### src/fcs_pkg.sv
package fcs_pkg;

  localparam int COUNT_WIDTH_DEF = 16;
  localparam int DAC_OFFSET_DEF  = 8192;

  localparam int DAC_W      = 14;
  localparam int SP_W       = 13;
  localparam int FRAC_W     = 8;
  localparam int TICK_W     = 16;
  localparam int FLOW_W     = 16;
  localparam int CFG_IDX_W  = 3;
  localparam int CFG_DATA_W = 16;

  // Deviation of a signed flow sample from the setpoint is held with two extra bits.
  localparam int DIFF_W  = FLOW_W + 2;
  localparam int DEV_W   = FLOW_W;
  localparam int LIM_W   = SP_W + FRAC_W;
  localparam int SCALE_W = DEV_W + FRAC_W;

  localparam logic [CFG_IDX_W-1:0] CFG_SETPOINT       = 3'd0;
  localparam logic [CFG_IDX_W-1:0] CFG_WARN_FRACTION  = 3'd1;
  localparam logic [CFG_IDX_W-1:0] CFG_FAULT_FRACTION = 3'd2;
  localparam logic [CFG_IDX_W-1:0] CFG_SETTLE_TIMEOUT = 3'd3;
  localparam logic [CFG_IDX_W-1:0] CFG_STABLE_TICKS   = 3'd4;

  localparam logic [SP_W-1:0]   SETPOINT_RST       = 13'd0;
  localparam logic [FRAC_W-1:0] WARN_FRACTION_RST  = 8'd26;
  localparam logic [FRAC_W-1:0] FAULT_FRACTION_RST = 8'd128;
  localparam logic [TICK_W-1:0] SETTLE_TIMEOUT_RST = 16'd10;
  localparam logic [TICK_W-1:0] STABLE_TICKS_RST   = 16'd3;

  typedef enum logic [1:0] {
    OP_TICK  = 2'd0,
    OP_STEP  = 2'd1,
    OP_STOP  = 2'd2,
    OP_START = 2'd3
  } op_t;

  typedef enum logic [1:0] {
    STAGE_IDLE   = 2'd0,
    STAGE_ARMED  = 2'd1,
    STAGE_SETTLE = 2'd2,
    STAGE_RUN    = 2'd3
  } stage_t;

  typedef enum logic [1:0] {
    EV_NONE    = 2'd0,
    EV_REACHED = 2'd1,
    EV_STOPPED = 2'd2
  } event_t;

  typedef struct packed {
    logic [SP_W-1:0]   setpoint;
    logic [FRAC_W-1:0] warn_fraction;
    logic [FRAC_W-1:0] fault_fraction;
    logic [TICK_W-1:0] settle_timeout;
    logic [TICK_W-1:0] stable_ticks;
  } cfg_t;

  typedef struct packed {
    op_t                      op;
    logic                     valve_select;
    logic signed [FLOW_W-1:0] flow_measured;
    logic [DAC_W-1:0]         dac_readback;
  } item_t;

  typedef struct packed {
    logic             dac_write;
    logic [DAC_W-1:0] dac_value;
    logic             valve_zero_open;
    logic             valve_one_open;
    logic             flow_ready;
    logic             no_flow_alarm;
    logic             warn_alarm;
    logic             fault_alarm;
    event_t           event_code;
    stage_t           stage_now;
  } result_t;

endpackage

### src/fcs_cfg_regs.sv
module fcs_cfg_regs
  import fcs_pkg::*;
(
  input  logic                  clk,
  input  logic                  rst,
  input  logic                  wr_en,
  input  logic [CFG_IDX_W-1:0]  wr_index,
  input  logic [CFG_DATA_W-1:0] wr_data,
  output cfg_t                  cfg
);

  always_ff @(posedge clk) begin
    if (rst) begin
      cfg.setpoint       <= SETPOINT_RST;
      cfg.warn_fraction  <= WARN_FRACTION_RST;
      cfg.fault_fraction <= FAULT_FRACTION_RST;
      cfg.settle_timeout <= SETTLE_TIMEOUT_RST;
      cfg.stable_ticks   <= STABLE_TICKS_RST;
    end else if (wr_en) begin
      case (wr_index)
        CFG_SETPOINT:       cfg.setpoint       <= wr_data[SP_W-1:0];
        CFG_WARN_FRACTION:  cfg.warn_fraction  <= wr_data[FRAC_W-1:0];
        CFG_FAULT_FRACTION: cfg.fault_fraction <= wr_data[FRAC_W-1:0];
        CFG_SETTLE_TIMEOUT: cfg.settle_timeout <= wr_data[TICK_W-1:0];
        CFG_STABLE_TICKS:   cfg.stable_ticks   <= wr_data[TICK_W-1:0];
        default: ;
      endcase
    end
  end

endmodule

### src/fcs_seq.sv
module fcs_seq
  import fcs_pkg::*;
#(
  parameter int COUNT_WIDTH = COUNT_WIDTH_DEF,
  parameter int DAC_OFFSET  = DAC_OFFSET_DEF
) (
  input  logic    clk,
  input  logic    rst,
  input  cfg_t    cfg,
  input  item_t   item,
  input  logic    item_fire,
  output result_t res
);

  localparam int CMP_W = (COUNT_WIDTH > TICK_W) ? COUNT_WIDTH : TICK_W;
  localparam logic [DAC_W-1:0] OFFSET_CODE = DAC_W'(DAC_OFFSET % (1 << DAC_W));
  localparam logic [COUNT_WIDTH-1:0] COUNT_MAX = '1;

  stage_t                 stage, stage_next;
  logic [COUNT_WIDTH-1:0] timeout_count, timeout_count_next;
  logic [COUNT_WIDTH-1:0] stable_count, stable_count_next;
  logic                   ready_flag, ready_flag_next;
  logic                   no_flow, no_flow_next;
  logic                   warn, warn_next;
  logic                   fault, fault_next;
  logic                   valve_zero, valve_zero_next;
  logic                   valve_one, valve_one_next;

  logic [DAC_W-1:0]         target;
  logic signed [DIFF_W-1:0] diff;
  logic [DEV_W-1:0]         dev;
  logic [SCALE_W-1:0]       dev_scaled;
  logic [LIM_W-1:0]         warn_lim;
  logic [LIM_W-1:0]         fault_lim;
  logic                     in_warn;
  logic                     below_fault;
  logic                     readback_ok;
  logic                     stable_done;
  logic                     timed_out;

  // Target wraps to the converter width, for writing and for comparison alike.
  assign target      = DAC_W'({1'b0, cfg.setpoint}) + OFFSET_CODE;
  assign readback_ok = (item.dac_readback == target);

  assign diff = {{2{item.flow_measured[FLOW_W-1]}}, item.flow_measured}
              - signed'({{(DIFF_W-SP_W){1'b0}}, cfg.setpoint});
  assign dev  = diff[DIFF_W-1] ? DEV_W'(-diff) : diff[DEV_W-1:0];

  // Tolerance test in Q0.8: dev*256 against setpoint*fraction, exact.
  assign dev_scaled  = {dev, {FRAC_W{1'b0}}};
  assign warn_lim    = LIM_W'(cfg.setpoint) * LIM_W'(cfg.warn_fraction);
  assign fault_lim   = LIM_W'(cfg.setpoint) * LIM_W'(cfg.fault_fraction);
  assign in_warn     = dev_scaled <= SCALE_W'(warn_lim);
  assign below_fault = dev_scaled <  SCALE_W'(fault_lim);

  assign stable_done = CMP_W'(stable_count)  > CMP_W'(cfg.stable_ticks);
  assign timed_out   = CMP_W'(timeout_count) > CMP_W'(cfg.settle_timeout);

  always_comb begin
    stage_next         = stage;
    timeout_count_next = timeout_count;
    stable_count_next  = stable_count;
    ready_flag_next    = ready_flag;
    no_flow_next       = no_flow;
    warn_next          = warn;
    fault_next         = fault;
    valve_zero_next    = valve_zero;
    valve_one_next     = valve_one;
    res.dac_write      = 1'b0;
    res.dac_value      = '0;
    res.event_code     = EV_NONE;

    case (item.op)
      OP_TICK: begin
        if (timeout_count != COUNT_MAX) timeout_count_next = timeout_count + 1'b1;
        if (stable_count != COUNT_MAX) stable_count_next = stable_count + 1'b1;
      end
      OP_START: begin
        stage_next = STAGE_ARMED;
      end
      OP_STOP: begin
        stage_next      = STAGE_IDLE;
        ready_flag_next = 1'b0;
        valve_zero_next = 1'b0;
        valve_one_next  = 1'b0;
        no_flow_next    = 1'b0;
        warn_next       = 1'b0;
        fault_next      = 1'b0;
        res.dac_write   = 1'b1;
        res.dac_value   = OFFSET_CODE;
        res.event_code  = EV_STOPPED;
      end
      OP_STEP: begin
        case (stage)
          STAGE_ARMED: begin
            res.dac_write      = 1'b1;
            res.dac_value      = target;
            valve_zero_next    = !item.valve_select;
            valve_one_next     = item.valve_select;
            ready_flag_next    = 1'b0;
            no_flow_next       = 1'b0;
            warn_next          = 1'b0;
            fault_next         = 1'b0;
            timeout_count_next = '0;
            stable_count_next  = '0;
            stage_next         = STAGE_SETTLE;
          end
          STAGE_SETTLE: begin
            if (!readback_ok) begin
              res.dac_write = 1'b1;
              res.dac_value = target;
            end else if (in_warn) begin
              if (stable_done) begin
                no_flow_next    = 1'b0;
                ready_flag_next = 1'b1;
                res.event_code  = EV_REACHED;
                stage_next      = STAGE_RUN;
              end
            end else begin
              stable_count_next = '0;
              if (timed_out) no_flow_next = 1'b1;
            end
          end
          STAGE_RUN: begin
            if (!readback_ok) begin
              res.dac_write = 1'b1;
              res.dac_value = target;
            end else begin
              warn_next  = !in_warn && below_fault;
              fault_next = !in_warn && !below_fault;
            end
          end
          default: ;
        endcase
      end
      default: ;
    endcase

    res.valve_zero_open = valve_zero_next;
    res.valve_one_open  = valve_one_next;
    res.flow_ready      = ready_flag_next;
    res.no_flow_alarm   = no_flow_next;
    res.warn_alarm      = warn_next;
    res.fault_alarm     = fault_next;
    res.stage_now       = stage_next;
  end

  always_ff @(posedge clk) begin
    if (rst) begin
      stage         <= STAGE_IDLE;
      timeout_count <= '0;
      stable_count  <= '0;
      ready_flag    <= 1'b0;
      no_flow       <= 1'b0;
      warn          <= 1'b0;
      fault         <= 1'b0;
      valve_zero    <= 1'b0;
      valve_one     <= 1'b0;
    end else if (item_fire) begin
      stage         <= stage_next;
      timeout_count <= timeout_count_next;
      stable_count  <= stable_count_next;
      ready_flag    <= ready_flag_next;
      no_flow       <= no_flow_next;
      warn          <= warn_next;
      fault         <= fault_next;
      valve_zero    <= valve_zero_next;
      valve_one     <= valve_one_next;
    end
  end

endmodule

### src/flow_controller_supervisor_core.sv
// Channel | Direction | Handshake            | Beat payload
// in      | in        | in_valid / in_ready   | op, valve_select, flow_measured, dac_readback
// out     | out       | out_valid / out_ready | dac_write .. stage_now (ten fields)
// cfg     | in        | cfg_valid / cfg_ready | cfg_index, cfg_data
//
// One item per cycle sustained while out_ready stays high.
// Each beat passes through the input register and then the result register, with the whole
// supervisor step computed combinationally between them.
// Synchronous reset returns the sequencer to idle and the registers to defaults.
// A stall on out_ready holds the result; in_ready drops only when both registers are full.
// cfg_ready is always high; a write takes effect at the next edge.
module flow_controller_supervisor_core
  import fcs_pkg::*;
#(
  parameter int COUNT_WIDTH = COUNT_WIDTH_DEF,
  parameter int DAC_OFFSET  = DAC_OFFSET_DEF
) (
  input  logic                     clk,
  input  logic                     rst,

  input  logic                     in_valid,
  output logic                     in_ready,
  input  logic [1:0]               op,
  input  logic                     valve_select,
  input  logic signed [FLOW_W-1:0] flow_measured,
  input  logic [DAC_W-1:0]         dac_readback,

  output logic                     out_valid,
  input  logic                     out_ready,
  output logic                     dac_write,
  output logic [DAC_W-1:0]         dac_value,
  output logic                     valve_zero_open,
  output logic                     valve_one_open,
  output logic                     flow_ready,
  output logic                     no_flow_alarm,
  output logic                     warn_alarm,
  output logic                     fault_alarm,
  output logic [1:0]               event_code,
  output logic [1:0]               stage_now,

  input  logic                     cfg_valid,
  output logic                     cfg_ready,
  input  logic [CFG_IDX_W-1:0]     cfg_index,
  input  logic [CFG_DATA_W-1:0]    cfg_data
);

  cfg_t    cfg;
  item_t   in_q;
  logic    in_full;
  logic    advance;
  result_t res;
  result_t res_q;

  assign cfg_ready = 1'b1;

  fcs_cfg_regs u_cfg (
    .clk      (clk),
    .rst      (rst),
    .wr_en    (cfg_valid),
    .wr_index (cfg_index),
    .wr_data  (cfg_data),
    .cfg      (cfg)
  );

  // The buffered item moves on whenever the result register is free or draining.
  assign advance  = in_full && (!out_valid || out_ready);
  assign in_ready = !in_full || advance;

  always_ff @(posedge clk) begin
    if (rst) begin
      in_full <= 1'b0;
    end else if (in_valid && in_ready) begin
      in_full <= 1'b1;
    end else if (advance) begin
      in_full <= 1'b0;
    end
  end

  always_ff @(posedge clk) begin
    if (in_valid && in_ready) begin
      in_q.op            <= op_t'(op);
      in_q.valve_select  <= valve_select;
      in_q.flow_measured <= flow_measured;
      in_q.dac_readback  <= dac_readback;
    end
  end

  fcs_seq #(
    .COUNT_WIDTH (COUNT_WIDTH),
    .DAC_OFFSET  (DAC_OFFSET)
  ) u_seq (
    .clk       (clk),
    .rst       (rst),
    .cfg       (cfg),
    .item      (in_q),
    .item_fire (advance),
    .res       (res)
  );

  always_ff @(posedge clk) begin
    if (rst) begin
      out_valid <= 1'b0;
    end else if (advance) begin
      out_valid <= 1'b1;
    end else if (out_ready) begin
      out_valid <= 1'b0;
    end
  end

  always_ff @(posedge clk) begin
    if (advance) begin
      res_q <= res;
    end
  end

  assign dac_write       = res_q.dac_write;
  assign dac_value       = res_q.dac_value;
  assign valve_zero_open = res_q.valve_zero_open;
  assign valve_one_open  = res_q.valve_one_open;
  assign flow_ready      = res_q.flow_ready;
  assign no_flow_alarm   = res_q.no_flow_alarm;
  assign warn_alarm      = res_q.warn_alarm;
  assign fault_alarm     = res_q.fault_alarm;
  assign event_code      = res_q.event_code;
  assign stage_now       = res_q.stage_now;

endmodule

### config.mk
export PLATFORM = sky130hd
export DESIGN_NAME = flow_controller_supervisor_core
export DESIGN_NICKNAME = d
export VERILOG_FILES = /design/src/fcs_pkg.sv /design/src/fcs_cfg_regs.sv /design/src/fcs_seq.sv /design/src/flow_controller_supervisor_core.sv
export SDC_FILE = /design/constraint.sdc
export NUM_CORES = 1
export LEC_CHECK = 0
export BUFFER_PORTS_ARGS = -buffer_cell sky130_fd_sc_hd__buf_2
export CAP_MARGIN = 20
export CELL_PAD_IN_SITES_DETAIL_PLACEMENT = 1
export CELL_PAD_IN_SITES_GLOBAL_PLACEMENT = 1
export CORE_UTILIZATION = 30
export DETAILED_ROUTE_END_ITERATION = 10
export PLACE_DENSITY = 0.57
export SYNTH_ARGS = -nofsm -noshare
export SYNTH_HDL_FRONTEND = slang
export SYNTH_SLANG_ARGS = --single-unit
### constraint.sdc
create_clock -name clk -period 6.55 [get_ports clk]
set_input_delay 0.3275 -clock clk [delete_from_list [all_inputs] [get_ports clk]]
set_output_delay 0.3275 -clock clk [all_outputs]
set_load 0.05 [all_outputs]
* Yosys cells after proc, flatten, opt, wreduce, memory -nomap -nowiden
Cells that the tools add are included.
** Word-level totals
- Bits in registers :: 161
- Output and inout bits :: 28
- Word-level logic and storage cells :: 131
- Input port bits :: 57
** Operators by class
- $mul :: 2
- Equality and inequality tests :: 19
- Muxes and demuxes :: 47
- Order comparisons :: 4
- Add/sub/neg operators :: 5
- Reduce and logical (&&, ||, !) cells :: 24
** Operator list (count)
- two-way mux 16 bit :: 6
- one-hot mux 16 bit (2 select lines) :: 3
- one-hot mux 15 bit (2 select lines) :: 2
- multiplier 13 x 8 -> 21 bit :: 2
- adder 16 x 1 -> 16 bit, second input constant :: 2
- greater-than comparator 16 bit :: 2
- != test 16 bit, second input constant :: 2
- less-or-equal comparator 24 x 21 -> 1 bit :: 1
- less-than comparator 24 x 21 -> 1 bit :: 1
- one-hot mux 1 bit (2 select lines) :: 10
- subtractor 16 x 14 -> 17 bit :: 1
- two-way mux 1 bit :: 16
- negator 16 bit :: 1
- two-way mux 15 bit :: 1
- adder 13 x 14 -> 14 bit, second input constant :: 1
- equality test 14 bit :: 1
- two-way mux 2 bit :: 6
- AND reduction 2 bit :: 5
- equality test 2 bit, second input constant :: 4
- one-hot mux 2 bit (2 select lines) :: 2
- equality test 3 x 2 -> 1 bit, second input constant :: 2
- != test 3 bit, second input constant :: 2
- one-hot mux 2 bit (3 select lines) :: 1
- AND reduction 6 bit :: 1
- 14 further kinds :: 26

* Depth between registers and ports, before layout
- Depth in word-level cells :: 9
- Gate-level depth with buffers :: 36

* By module
Synthesis repeated with hierarchy kept, for this count alone.
** Second synthesis, totals
- Cell total of the unflattened synthesis :: 1769
- Area total of the unflattened synthesis :: 16071.7 um^2
** By module, submodules not included
- fcs_seq :: instances 1, cells an instance 1470, sequential area each 800.8 um^2, area each 11727.5 um^2
- fcs_cfg_regs :: instances 1, cells an instance 229, sequential area each 1221.2 um^2, area each 2487.4 um^2
- flow_controller_supervisor_core :: instances 1, cells an instance 70, sequential area each 1781.7 um^2, area each 1856.8 um^2

* Worst setup path before layout
OpenSTA, ideal clock, no wires.
- Kind :: register to register
- Start :: register, netlist name u_cfg.cfg[48]
- End :: register u_seq.stable_count[10]
- Path slack :: -0.532 ns
- Data required time :: 6.480 ns
- Period minus slack after synthesis :: 7.082 ns
- Setup time :: 0.070 ns
- Cell stages (with the launch flop) :: 34
- Data arrival time :: 7.012 ns
- Cells stage by stage :: dfxtp_1 clkbuf_1 clkbuf_1 nand2_1 fa_1 fa_1 inv_1 fa_1 inv_1 fa_1 inv_1 ha_1 a21boi_0 o21ai_0 a21oi_1 o21ai_0 a21boi_0 o21ai_0 a21oi_1 a21o_1 a21oi_1 xor2_1 ha_1 and4_1 nand3_1 a211oi_1 o2111ai_1 o211a_1 nor2_2 a211oi_4 nor2_2 buf_2 or4_1 a21oi_1
** Between the ends
- Word-level cells in the longest chain between the ends :: 6
** RTL lines
- subtractor 16 x 14 -> 17 bit :: RTL line fcs_seq.sv:46 : - signed'({{(DIFF_W-SP_W){1'b0}}, cfg.setpoint});
- negator 16 bit :: RTL line fcs_seq.sv:47 : assign dev = diff[DIFF_W-1] ? DEV_W'(-diff) : diff[DEV_W-1:0];
- two-way mux 16 bit :: RTL line fcs_seq.sv:47
- less-or-equal comparator 24 x 21 -> 1 bit :: RTL line fcs_seq.sv:53 : assign in_warn = dev_scaled <= SCALE_W'(warn_lim);
- != test 3 bit (no line)
- AND reduction 6 bit (no line) *
- end signal: assignment :: RTL line fcs_seq.sv:162 : stable_count <= stable_count_next;
- end: declaration :: RTL line fcs_seq.sv:21 : logic [COUNT_WIDTH-1:0] stable_count, stable_count_next;
Mark *: on every way between the ends. The rest lies on a longest branch, timed or not.
A chain may end at the register's enable or synchronous reset.

* Final worst setup path
- Start :: register, netlist name u_cfg.cfg[51]
- End :: register u_seq.stable_count[15]
** Between the ends
- Word-level cells in the longest chain between the ends :: 6
** RTL lines (RTL line)
- subtractor 16 x 14 -> 17 bit :: fcs_seq.sv:46
- negator 16 bit :: fcs_seq.sv:47
- two-way mux 16 bit :: fcs_seq.sv:47
- less-or-equal comparator 24 x 21 -> 1 bit :: fcs_seq.sv:53
- != test 3 bit (no line)
- AND reduction 6 bit (no line) *
Marks and branches as above.

==> results.py <==
metrics = {
    "critical_path": {
        "crit_fanout": 8,
        "end_kind": "flop",
        "worst_ep_required_time_ns": 6.94,
        "worst_path_largest_cell_delay_ns": 0.54,
        "path_class": "reg2reg",
        "start_kind": "flop",
        "crit_path_top_delay_cell": "fa_1",
        "arrival_ns": 6.97,
    },
    "placement": {
        "gp_congestion": 0.823,
        "portBuffers": 83,
        "place_area_um2": 17400,
        "dp_slack_ns": -0.666,
        "dpl.hpwl_mm": 39.6,
        "dp.cells": 2591,
    },
    "outcome": {
        "failed_checks": "negative setup slack",
        "run_status": "complete, but fails checks",
    },
    "timing": {
        "setup_viol": 3,
        "fin_ws_ns": -0.0299,
        "worstMarginPinSlew_ns": 1.01,
        "finalCritPeriodShare_pct": 100,
        "slew_headroom_pct": 32.0,
        "fin_skew_ns": 0.00950,
        "period_needed_ns": 6.58,
        "maxSlewViolCount": 0,
        "rsz0062_at_grt": "true",
        "clock.fmax_mhz": 152,
        "hold_violations": 0,
    },
    "logic_synthesis": {
        "async_flop_share_pct": 0,
        "ys_types": 73,
        "yosysSeqAreaShare_pct": 24.4,
        "synth_warnings": 0,
        "syn_nets": 2140,
        "syn_inst": 1786,
        "synth_edf_count": 57,
        "synth-seq-cells": 160,
        "synth_top_flop_cell": "dfxtp_1",
        "syn_area_um2": 15400,
        "syn_area_per_cell_um2": 8.65,
    },
    "grt": {
        "grt_pass1_wl_mm": 77.9,
        "gr-usage-met1_pct": 25.4,
        "grt_max_degree": 77,
        "top_usage_layer": "met2",
        "grt_pass1_vias": 14000,
        "track_usage_pct": 19.1,
        "grt-ovfl-total": 0,
        "grtUsageMet2_pct": 32.9,
        "grt_util_met3_pct": 1.86,
        "antenna_found_initial": 1,
    },
    "layout": {
        "regArea_um2": 3810,
        "fin_area_um2": 18900,
        "multi_input_area_um2": 10900,
        "final_cell_mix": "nand2_1 (232), inv_1 (232), ha_1 (153), and2_1 (142), buf_4 (137)",
        "syn_to_final_growth_pct": 22.1,
        "drive_gt1_share_pct": 20.3,
        "n_antenna_cell": 0,
        "nets": 2321,
        "final_core_util_pct": 37.3,
        "fin_cells": 2652,
        "fillers": 5970,
    },
    "clock_tree": {
        "path_clk_slew_ns": 0.08,
        "worstSkewPairLatency_ns": 0.45,
        "cts_inserted_buffers": 17,
        "clock-root-buffer": "clkbuf_16",
        "clockBufferDepth": 2,
        "cts_tree": "done",
        "cts.sinks": 160,
        "htreeDepth": 4,
    },
    "route": {
        "vias": 12900,
        "drc": 0,
        "first_iter_violations": 600,
        "wl_per_cell_um": 18.5,
        "vias_per_cell": 4.88,
        "wirelength_mm": 49.0,
        "ant_nets": 0,
        "drt_first_pass_iters": 5,
    },
    "pwr": {
        "pwr_density_cell_nw_per_um2": 144,
        "finalPower_mw": 2.71,
        "peakVddDrop_mv": 0.139,
        "p_leak_nw": 8.33,
    },
    "die": {
        "die_w_um": 229,
        "start_util_pct": 30.6,
        "io_pins": 85,
        "die_y_um": 229,
        "design.core.area_um2": 50500,
        "rows": 82,
        "die-area_um2": 52400,
    },
    "min_path": {
        "hold_path.class": "in2reg",
    },
    "run": {
        "drv_cap": 0,
    },
}
## critical path: cells and delay by family, from the launching register on
family,cells,cell delay (ns)
and+or+nand+nor,6,1.06
adders and majority gates,6,2.54
buffers and inverters,4,0.26
DFF,1,0.43
AOI/OAI and AO/OA,13,2.07
xor gates and xnor gates,1,0.16
## power breakdown
group | switching [mW] | internal (mW)
logic | 0.371 | 0.225
registers | 0.0209 | 1.06
clock network | 0.504 | 0.536
## kinds of logic after synthesis
family / after synthesis / share of synthesized area (%)
AOI/OAI and AO/OA: 279 / 11.2
xor gates and xnor gates: 81 / 4.64
adders and majority gates: 297 / 30.5
buffers and inverters: 324 / 8.05
DFF: 160 / 24.4
muxes: 4 / 0.259
other: 1 / 0.0243
and+or+nand+nor: 640 / 20.8
## what timing repair did
action,CTS,global route
pin swaps,83,44
setup endpoints to repair,27,27
cloned,2,0
setup buffers,19,9
resized for setup,116,39
hold buffers,0,0
## layout make-up
type	instances	share of cell area, %
clock buffers	18	2.39
multi-input cells	1302	58.1
repair buffers	241	9.18
clock inverters	14	0.803
well taps	672	4.46
flip-flops and latches	160	20.2
inverters	245	4.88
## flip-flops by register name, indices dropped and copies added (netlist names), 2 cells and up
signal               cells
dac_value               13
u_seq.stable_count      16
u_seq.timeout_count     16
stage_now                2
in_q                    33
event_code               2
u_cfg.cfg               61
u_seq.stage              2
## metrics by stage
step	setup TNS (ns)	hold slack, ns
2_1_floorplan	0	0.426
3_3_place_gp	-10.59	0.445
3_5_place_dp	-15.50	0.449
4_1_cts	-0.0921	0.0170
5_1_grt	-6.21	0.0289
6_report	-0.0758	0.0463
## synth_stat cells (17+ instances only)
master      n  area [µm²]
a21o_1     24         180
a21oi_1   123         616
and2_1    150         938
and3_1     18         113
clkbuf_1   69         259
dfxtp_1   103        2060
edfxtp_1   57        1710
fa_1      133        2660
ha_1      164        2050
inv_1     245         920
nand2_1   234         878
nand2b_1   17         106
nand3_1    32         160
nand4_1    22         138
nor2_1     75         282
nor3_1     18        90.1
o21ai_0    50         250
xnor2_1    48         420
xor2_1     32         280
## final timing paths
path | startpoint | endpoint | slack, ns | cells after the start
min reg2reg | u_cfg.cfg[10] | u_cfg.cfg[10] | 0.46 | 2
max reg2reg | u_cfg.cfg[51] | u_seq.stable_count[15] | -0.03 | 30
max | u_cfg.cfg[51] | u_seq.stable_count[15] | -0.03 | 30
min | dac_readback[6] | in_q[6] | 0.05 | 1
## metal layers
layer  part of all wire, %  routed length [µm]
met2                    49               24000
met3                   2.0                 991
met1                    47               23100
met4                   1.8                 878
met5                     0                   0
No activity file was read; power rests on OpenSTA's default activity.
